### src/rrpt_pkg.sv
// Shared types and constants of the round-robin process table.
// No dependencies.
package rrpt_pkg;

    localparam int TABLE_SLOTS = 16;
    localparam int IDX_W       = $clog2(TABLE_SLOTS);
    localparam int CNT_W       = $clog2(TABLE_SLOTS + 1);
    localparam int ID_W        = 16;
    localparam int TIME_W      = 16;

    localparam logic [1:0] ACT_INSERT = 2'd0;
    localparam logic [1:0] ACT_REMOVE = 2'd1;
    localparam logic [1:0] ACT_RUN    = 2'd2;

    typedef enum logic [2:0] {
        STAT_INSERTED  = 3'd0,
        STAT_REMOVED   = 3'd1,
        STAT_COMPLETED = 3'd2,
        STAT_FULL      = 3'd3,
        STAT_NOT_FOUND = 3'd4,
        STAT_EMPTY     = 3'd5
    } status_t;

    typedef enum logic [3:0] {
        ST_IDLE   = 4'b0001,
        ST_INSERT = 4'b0010,
        ST_REMOVE = 4'b0100,
        ST_RUN    = 4'b1000
    } state_t;

    // table update request from the sequencer
    typedef struct packed {
        logic             append;
        logic             update;
        logic             drop;
        logic [IDX_W-1:0] idx;
    } tbl_op_t;

    // shared subtract / compare unit result
    typedef struct packed {
        logic [TIME_W-1:0] sat;      // a - b, floored at zero
        logic              sat_zero; // a <= b
        logic              eq;       // a == b
    } alu_res_t;

endpackage

### src/rrpt_alu.sv
// Shared 16-bit subtract / compare unit.
// Depends on rrpt_pkg.
module rrpt_alu (
    input  logic [rrpt_pkg::TIME_W-1:0] a,
    input  logic [rrpt_pkg::TIME_W-1:0] b,
    output rrpt_pkg::alu_res_t          res
);
    import rrpt_pkg::*;

    logic [TIME_W:0] diff;
    logic            borrow;
    logic            eq;

    assign diff   = {1'b0, a} - {1'b0, b};
    assign borrow = diff[TIME_W];
    assign eq     = (diff == '0);

    always_comb begin
        res.eq       = eq;
        res.sat_zero = borrow | eq;
        res.sat      = (borrow | eq) ? '0 : diff[TIME_W-1:0];
    end

endmodule

### src/rrpt_table.sv
// Process table: id / remaining-time registers, entry count, shift-down delete.
// Depends on rrpt_pkg.
module rrpt_table (
    input  logic                        aclk,
    input  logic                        aresetn,
    input  rrpt_pkg::tbl_op_t           op,
    input  logic [rrpt_pkg::ID_W-1:0]   wr_id,
    input  logic [rrpt_pkg::TIME_W-1:0] wr_time,
    input  logic [rrpt_pkg::IDX_W-1:0]  rd_idx,
    output logic [rrpt_pkg::ID_W-1:0]   rd_id,
    output logic [rrpt_pkg::TIME_W-1:0] rd_time,
    output logic [rrpt_pkg::CNT_W-1:0]  count
);
    import rrpt_pkg::*;

    logic [ID_W-1:0]   id_reg   [TABLE_SLOTS];
    logic [TIME_W-1:0] time_reg [TABLE_SLOTS];
    logic [CNT_W-1:0]  count_reg;
    logic [CNT_W-1:0]  count_next;

    assign rd_id   = id_reg[rd_idx];
    assign rd_time = time_reg[rd_idx];
    assign count   = count_reg;

    always_comb begin
        count_next = count_reg;
        if (op.append) begin
            count_next = count_reg + CNT_W'(1);
        end else if (op.drop) begin
            count_next = count_reg - CNT_W'(1);
        end
    end

    always_ff @(posedge aclk) begin
        if (!aresetn) begin
            count_reg <= '0;
        end else begin
            count_reg <= count_next;
        end
    end

    // entries: append at the tail, update in place, or close the gap on delete
    always_ff @(posedge aclk) begin
        if (op.append) begin
            id_reg[count_reg[IDX_W-1:0]]   <= wr_id;
            time_reg[count_reg[IDX_W-1:0]] <= wr_time;
        end
        if (op.update) begin
            time_reg[op.idx] <= wr_time;
        end
        if (op.drop) begin
            for (int j = 0; j < TABLE_SLOTS - 1; j++) begin
                if (IDX_W'(j) >= op.idx) begin
                    id_reg[j]   <= id_reg[j+1];
                    time_reg[j] <= time_reg[j+1];
                end
            end
        end
    end

endmodule

### src/round_robin_process_table_unit.sv
// Round-robin process table. Holds up to 16 processes (id, remaining time)
// in insertion order. A word on the slave side carries an action in s_tuser:
// insert appends a process, remove deletes the oldest entry with the given id,
// run visits entries circularly, subtracting the configured slice per visit, and
// reports each process as completed when its time reaches zero, until the
// table is empty. Results leave one word at a time on the master side; the
// final result of an action has m_tlast set. The block handles one word at a
// time: s_tready is high only while the sequencer is idle. A remove scans
// entries from the oldest up to the matched position (or to the entry count
// when nothing matches); a run makes ceil(time / slice) visits per entry,
// an entry with zero time counting as one visit. Every visit or compare goes
// through the single shared subtract/compare unit. Output back-pressure
// stalls the sequencer while a new result waits behind a result word that
// is still held.
// Depends on rrpt_pkg, rrpt_alu, rrpt_table.
module round_robin_process_table_unit (
    input  logic        aclk,
    input  logic        aresetn,
    // input words
    input  logic        s_tvalid,
    output logic        s_tready,
    input  logic [31:0] s_tdata,   // [15:0] pid, [31:16] burst_time
    input  logic [1:0]  s_tuser,   // [1:0] action
    // result words
    output logic        m_tvalid,
    input  logic        m_tready,
    output logic [15:0] m_tdata,   // [15:0] result_id
    output logic [2:0]  m_tuser,   // [2:0] status
    output logic        m_tlast,   // last result of this action
    // configuration
    input  logic        psel,
    input  logic        penable,
    input  logic        pwrite,
    input  logic [2:0]  paddr,
    input  logic [31:0] pwdata,
    output logic [31:0] prdata,
    output logic        pready
);
    import rrpt_pkg::*;

    state_t            state_reg, state_next;
    logic [ID_W-1:0]   pid_reg;
    logic [TIME_W-1:0] burst_reg;
    logic [CNT_W-1:0]  pos_reg, pos_next;
    logic [TIME_W-1:0] slice_reg;
    logic [TIME_W-1:0] slice_eff;

    // output register
    logic              out_valid_reg;
    status_t           out_status_reg;
    logic [ID_W-1:0]   out_id_reg;
    logic              out_last_reg;
    logic              out_free;

    logic              emit;
    status_t           emit_status;
    logic [ID_W-1:0]   emit_id;
    logic              emit_last;

    tbl_op_t           op;
    logic [ID_W-1:0]   rd_id;
    logic [TIME_W-1:0] rd_time;
    logic [CNT_W-1:0]  count;
    logic [CNT_W-1:0]  cur_pos;
    logic [TIME_W-1:0] alu_a, alu_b;
    alu_res_t          alu_res;
    logic              table_full;
    logic              cfg_wr;

    // ---------------- configuration ----------------
    assign pready = 1'b1;
    assign cfg_wr = psel & penable & pwrite & pready & ~paddr[2];
    assign prdata = paddr[2] ? 32'd0 : {16'd0, slice_reg};

    always_ff @(posedge aclk) begin
        if (!aresetn) begin
            slice_reg <= TIME_W'(1);
        end else if (cfg_wr) begin
            slice_reg <= pwdata[TIME_W-1:0];
        end
    end

    // a zero slice behaves as one so that a run always terminates
    assign slice_eff = (slice_reg == '0) ? TIME_W'(1) : slice_reg;

    // ---------------- datapath ----------------
    // wrap the visit pointer back to the oldest entry once past the tail
    assign cur_pos    = (pos_reg >= count) ? '0 : pos_reg;
    assign table_full = (count == CNT_W'(TABLE_SLOTS));

    // run: remaining time minus slice; remove: stored id against request
    assign alu_a = (state_reg == ST_RUN) ? rd_time   : rd_id;
    assign alu_b = (state_reg == ST_RUN) ? slice_eff : pid_reg;

    rrpt_alu u_alu (
        .a   (alu_a),
        .b   (alu_b),
        .res (alu_res)
    );

    rrpt_table u_table (
        .aclk    (aclk),
        .aresetn (aresetn),
        .op      (op),
        .wr_id   (pid_reg),
        .wr_time (op.append ? burst_reg : alu_res.sat),
        .rd_idx  (cur_pos[IDX_W-1:0]),
        .rd_id   (rd_id),
        .rd_time (rd_time),
        .count   (count)
    );

    // ---------------- sequencer ----------------
    assign s_tready = (state_reg == ST_IDLE);
    assign out_free = ~out_valid_reg | m_tready;

    always_comb begin
        state_next  = state_reg;
        pos_next    = pos_reg;
        op          = '0;
        op.idx      = cur_pos[IDX_W-1:0];
        emit        = 1'b0;
        emit_status = STAT_INSERTED;
        emit_id     = pid_reg;
        emit_last   = 1'b1;
        case (state_reg)
            ST_IDLE: begin
                pos_next = '0;
                if (s_tvalid) begin
                    case (s_tuser)
                        ACT_INSERT: state_next = ST_INSERT;
                        ACT_REMOVE: state_next = ST_REMOVE;
                        ACT_RUN:    state_next = ST_RUN;
                        default:    state_next = ST_IDLE;  // no-op action
                    endcase
                end
            end
            ST_INSERT: begin
                if (out_free) begin
                    emit        = 1'b1;
                    emit_status = table_full ? STAT_FULL : STAT_INSERTED;
                    op.append   = ~table_full;
                    state_next  = ST_IDLE;
                end
            end
            ST_REMOVE: begin
                if (pos_reg == count) begin
                    // scanned every entry without a match
                    if (out_free) begin
                        emit        = 1'b1;
                        emit_status = STAT_NOT_FOUND;
                        state_next  = ST_IDLE;
                    end
                end else if (alu_res.eq) begin
                    if (out_free) begin
                        emit        = 1'b1;
                        emit_status = STAT_REMOVED;
                        op.drop     = 1'b1;
                        state_next  = ST_IDLE;
                    end
                end else begin
                    pos_next = pos_reg + CNT_W'(1);
                end
            end
            ST_RUN: begin
                if (count == '0) begin
                    // only reachable when the run starts on an empty table
                    if (out_free) begin
                        emit        = 1'b1;
                        emit_status = STAT_EMPTY;
                        emit_id     = '0;
                        state_next  = ST_IDLE;
                    end
                end else if (alu_res.sat_zero) begin
                    if (out_free) begin
                        emit        = 1'b1;
                        emit_status = STAT_COMPLETED;
                        emit_id     = rd_id;
                        emit_last   = (count == CNT_W'(1));
                        op.drop     = 1'b1;
                        pos_next    = cur_pos;  // next entry slides into this slot
                        if (count == CNT_W'(1)) begin
                            state_next = ST_IDLE;
                        end
                    end
                end else begin
                    op.update = 1'b1;
                    pos_next  = cur_pos + CNT_W'(1);
                end
            end
            default: begin
                state_next = ST_IDLE;
            end
        endcase
    end

    always_ff @(posedge aclk) begin
        if (!aresetn) begin
            state_reg <= ST_IDLE;
            pos_reg   <= '0;
        end else begin
            state_reg <= state_next;
            pos_reg   <= pos_next;
        end
    end

    // latch the accepted word
    always_ff @(posedge aclk) begin
        if (s_tvalid && s_tready) begin
            pid_reg   <= s_tdata[ID_W-1:0];
            burst_reg <= s_tdata[ID_W +: TIME_W];
        end
    end

    // ---------------- result register ----------------
    always_ff @(posedge aclk) begin
        if (!aresetn) begin
            out_valid_reg <= 1'b0;
        end else if (emit) begin
            out_valid_reg <= 1'b1;
        end else if (m_tready) begin
            out_valid_reg <= 1'b0;
        end
    end

    always_ff @(posedge aclk) begin
        if (emit) begin
            out_status_reg <= emit_status;
            out_id_reg     <= emit_id;
            out_last_reg   <= emit_last;
        end
    end

    assign m_tvalid = out_valid_reg;
    assign m_tdata  = out_id_reg;
    assign m_tuser  = out_status_reg;
    assign m_tlast  = out_last_reg;

endmodule

### config.mk
export PLATFORM = sky130hd
export DESIGN_NAME = round_robin_process_table_unit
export DESIGN_NICKNAME = d
export VERILOG_FILES = /design/src/rrpt_pkg.sv /design/src/rrpt_alu.sv /design/src/rrpt_table.sv /design/src/round_robin_process_table_unit.sv
export SDC_FILE = /design/constraint.sdc
export NUM_CORES = 1
export LEC_CHECK = 0
export ABC_AREA = 0
export BUFFER_PORTS_ARGS = -buffer_cell sky130_fd_sc_hd__buf_2
export CAP_MARGIN = 25
export CORE_MARGIN = 2
export CORE_UTILIZATION = 62
export DETAILED_ROUTE_END_ITERATION = 10
export PLACE_DENSITY_LB_ADDON = 0.2
export SLEW_MARGIN = 20
export SYNTH_ARGS = -nofsm -noshare
export SYNTH_HDL_FRONTEND = slang
export SYNTH_SLANG_ARGS = --single-unit
### constraint.sdc
create_clock -name aclk -period 11.2 [get_ports aclk]
set_input_delay 1.12 -clock aclk [delete_from_list [all_inputs] [get_ports aclk]]
set_output_delay 1.12 -clock aclk [all_outputs]
set_load 0.02 [all_outputs]
==> impl_metrics.toml <==
[die]
rows = 81
die_w_um = 226.9
io_pins = 131
die_area_sq_um = 51500
initial_core_util_pct = 62.83
fp.coreArea_sq_um = 49050
die_h_um = 226.9

[sta]
period_share_pct = 83.26
setup_viol = 0
tightest_slew_ns = 1.158
finalCriticalPeriod_ns = 9.325
holdWs_ns = 0.5050
fmax_mhz = 107.2
slew_headroom_pct = 22.01
rsz0062_at_grt = "false"
hold_viol = 0
drv_slew = 0
skew_ns = 0.02404
fin_tns_setup_ns = 0

[place]
dpl_cell_area_sq_um = 32550
io_buffers = 95
dp_hpwl_um = 65100
place_congestion = 1.020
dp_cells = 3157

[global_route]
grt_pass1_vias = 22420
overflow = 0
use_met3_pct = 9.770
antenna_found_initial = 2
grt_max_degree = 70
grt_use_total_pct = 38.74
top_usage_layer = "met2"
use_met2_pct = 57.78
met1_usage_pct = 53.67
grt_pass1_wl_um = 145400

[logic_synthesis]
synthTopCellsByArea = "edfxtp_1, mux2_2, a21o_1"
synth-compound-area-share_pct = 17.56
yosys_warnings = 0
synthCells = 2458
yosysTopAreaCell = "edfxtp_1"
synth_top_family_by_area = "compound AO/OA/AOI/OAI gates"
synth_top_area_share_pct = 54.96
synth_seq_cells = 595
synth-simple-area-share_pct = 7.259
synth_cell_types = 92
synthAdderAreaFrac_pct = 1.283
synth_xor_area_share_pct = 0.3126
synth_edf_count = 564
async_flop_share_pct = 0
synth_area_sq_um = 30820
syn-mean-instance-area_sq_um = 12.54
synthMuxAreaShare_pct = 13.26
synthFlopType = "edfxtp_1"
ys_seq_area_share_pct = 56.97

[final_layout]
design_area_sq_um = 34420
areaGrowthSynthToFinish_pct = 11.68
instances_no_fill = 3269
final_cell_mix = "edfxtp_1, a21o_1, mux2_2, nand2_1, a21oi_1"
final_nets = 2664
fillCellCount = 3416
drive_gt1_share_pct = 24.40
layout_commonest_cell = "edfxtp_1"

[setup_path]
path_class = "flip-flop to flip-flop"
crit_path_end_kind = "flip-flop"
cp_max_fo = 44
cp.required_ns = 11.46
worstPathArrival_ns = 9.58
critPathLaunchType = "flip-flop"

[route]
drtAntennaViolNets = 0
drt_iter0_drc = 4373
wire_per_inst_um = 30.65
routed_wl_um = 100200
num_vias = 23530
first_pass_iters = 7
drc = 0
vias_per_cell = 7.197

[pwr]
seqPwrFrac_pct = 50.3
ir_drop_uv = 146.9
power.share.clock_pct = 38.9
power_frac_comb_pct = 10.8
swShare_pct = 24.36
intPower_mw = 3.771
power_density_nw_per_um2 = 144.9
p_switching_mw = 1.214
p_leak_nw = 13.59

[outcome]
status = "completed"

[clocking]
cts-htree-levels = 2
cts_tree = "yes"
cts_resized = 0
clock_path_buffers = 3
post-cts-setup-buffers = 0
cts_root_buf = "clkbuf_16"
cts_sinks = 595
cts_hold_buf = 0
clk_latency_ns = 0.65
numCtsBuffers = 60
clk_pin_slew_worst_paths_ns = 0.07

[hold_path]
hold_path_class = "flip-flop to flip-flop"

[job]
maxCapViolations = 0
metal layers:
metal  vias to the layer above  wire length, um
li1                       9751                -
met1                     11440            36520
met2                      2035            44020
met3                       305            14860
met4                         0             4814
met5                         -                0
power groups by stage:
stage          logic [mW]  registers, mW  clock network [mW]
6_report            0.539           2.51                1.94
3_5_place_dp        0.518           2.56                   0
5_1_grt             0.574           2.51                2.02
3_3_place_gp        0.496           2.55                   0
4_1_cts             0.522           2.51                1.94
2_1_floorplan       0.357           2.55                   0
Yosys cell counts (10+ instances only):
cell	instances
edfxtp_1	564
a21o_1	253
mux2_2	247
nand2_1	181
clkbuf_1	146
a21oi_1	141
nor2_1	104
o21ai_0	74
mux2i_1	72
a221oi_1	53
nand3_1	37
o22ai_1	32
buf_2	31
dfxtp_1	31
ha_1	30
buf_4	25
mux2_1	24
a31oi_1	23
nor2b_1	22
nor3_1	21
and3_1	20
inv_1	20
o221ai_1	18
o211ai_1	17
a22o_1	15
mux4_2	14
a211oi_1	13
o21bai_1	13
a22oi_1	10
and2_1	10
o21ai_1	10
o2bb2ai_1	10
o31ai_1	10
or3_1	10
worst max-delay path, stage by stage, from the launching register on:
cell,delay [ns]
dfxtp_1,0.37
inv_1,0.07
ha_1,0.65
and4_1,0.40
a21o_1,0.51
a211oi_4,0.19
inv_4,0.59
buf_12,0.32
a221oi_1,0.12
a211oi_1,0.31
a21oi_1,0.06
o21ai_0,0.90
a21o_1,0.28
ha_1,0.24
nor2b_1,0.15
o211ai_2,0.24
mux2_2,0.37
a2111oi_2,0.49
nand4b_1,0.36
or4_1,0.66
o211ai_1,0.21
buf_4,0.19
mux2i_1,0.25
o21bai_2,0.91
through the flow:
step / worst slack (ns) / utilization (%) / total power, mW
2_1_floorplan: 2.830 / - / 2.905
3_3_place_gp: 2.528 / 66.27 / 3.050
3_5_place_dp: 2.354 / 66.35 / 3.073
4_1_cts: 2.253 / 70.09 / 4.970
5_1_grt: 1.712 / 70.15 / 5.106
6_report: 1.875 / 70.16 / 4.986
cell families after synthesis:
kind of cell	count (synthesis)
other cells	2
simple gates	460
buf+inv	235
flops	595
compound gates	767
xor+xnor	11
fa+ha+maj	31
mux	357
final timing paths:
| check | from | endpoint | slack, ns | depth (start not counted) |
|---|---|---|---|---|
| worst max-delay path | u_table.count[4]$_SDFFE_PN0P_ | u_table.time_reg[2][3]$_DFFE_PP_ | 1.88 | 23 |
| worst min-delay path | u_table.count[4]$_SDFFE_PN0P_ | u_table.count[4]$_SDFFE_PN0P_ | 0.51 | 2 |
| worst max register to register | u_table.count[4]$_SDFFE_PN0P_ | u_table.time_reg[2][3]$_DFFE_PP_ | 1.88 | 23 |
| worst min register to register | u_table.count[4]$_SDFFE_PN0P_ | u_table.count[4]$_SDFFE_PN0P_ | 0.51 | 2 |
cell type report:
cell class                 count  area, sq um  share of cell area [%]
multi-input combinational   1643        12500                   36.32
timing repair buffer         235         1592                   4.624
clock inverter                28        242.7                  0.7053
inverter                      22        85.08                  0.2472
clock buffer                  79         1594                   4.632
sequential                   595        17570                   51.04
tap                          664        830.8                   2.414
antenna                        3        7.507                 0.02181
No activity file was read; power rests on OpenSTA's default activity.
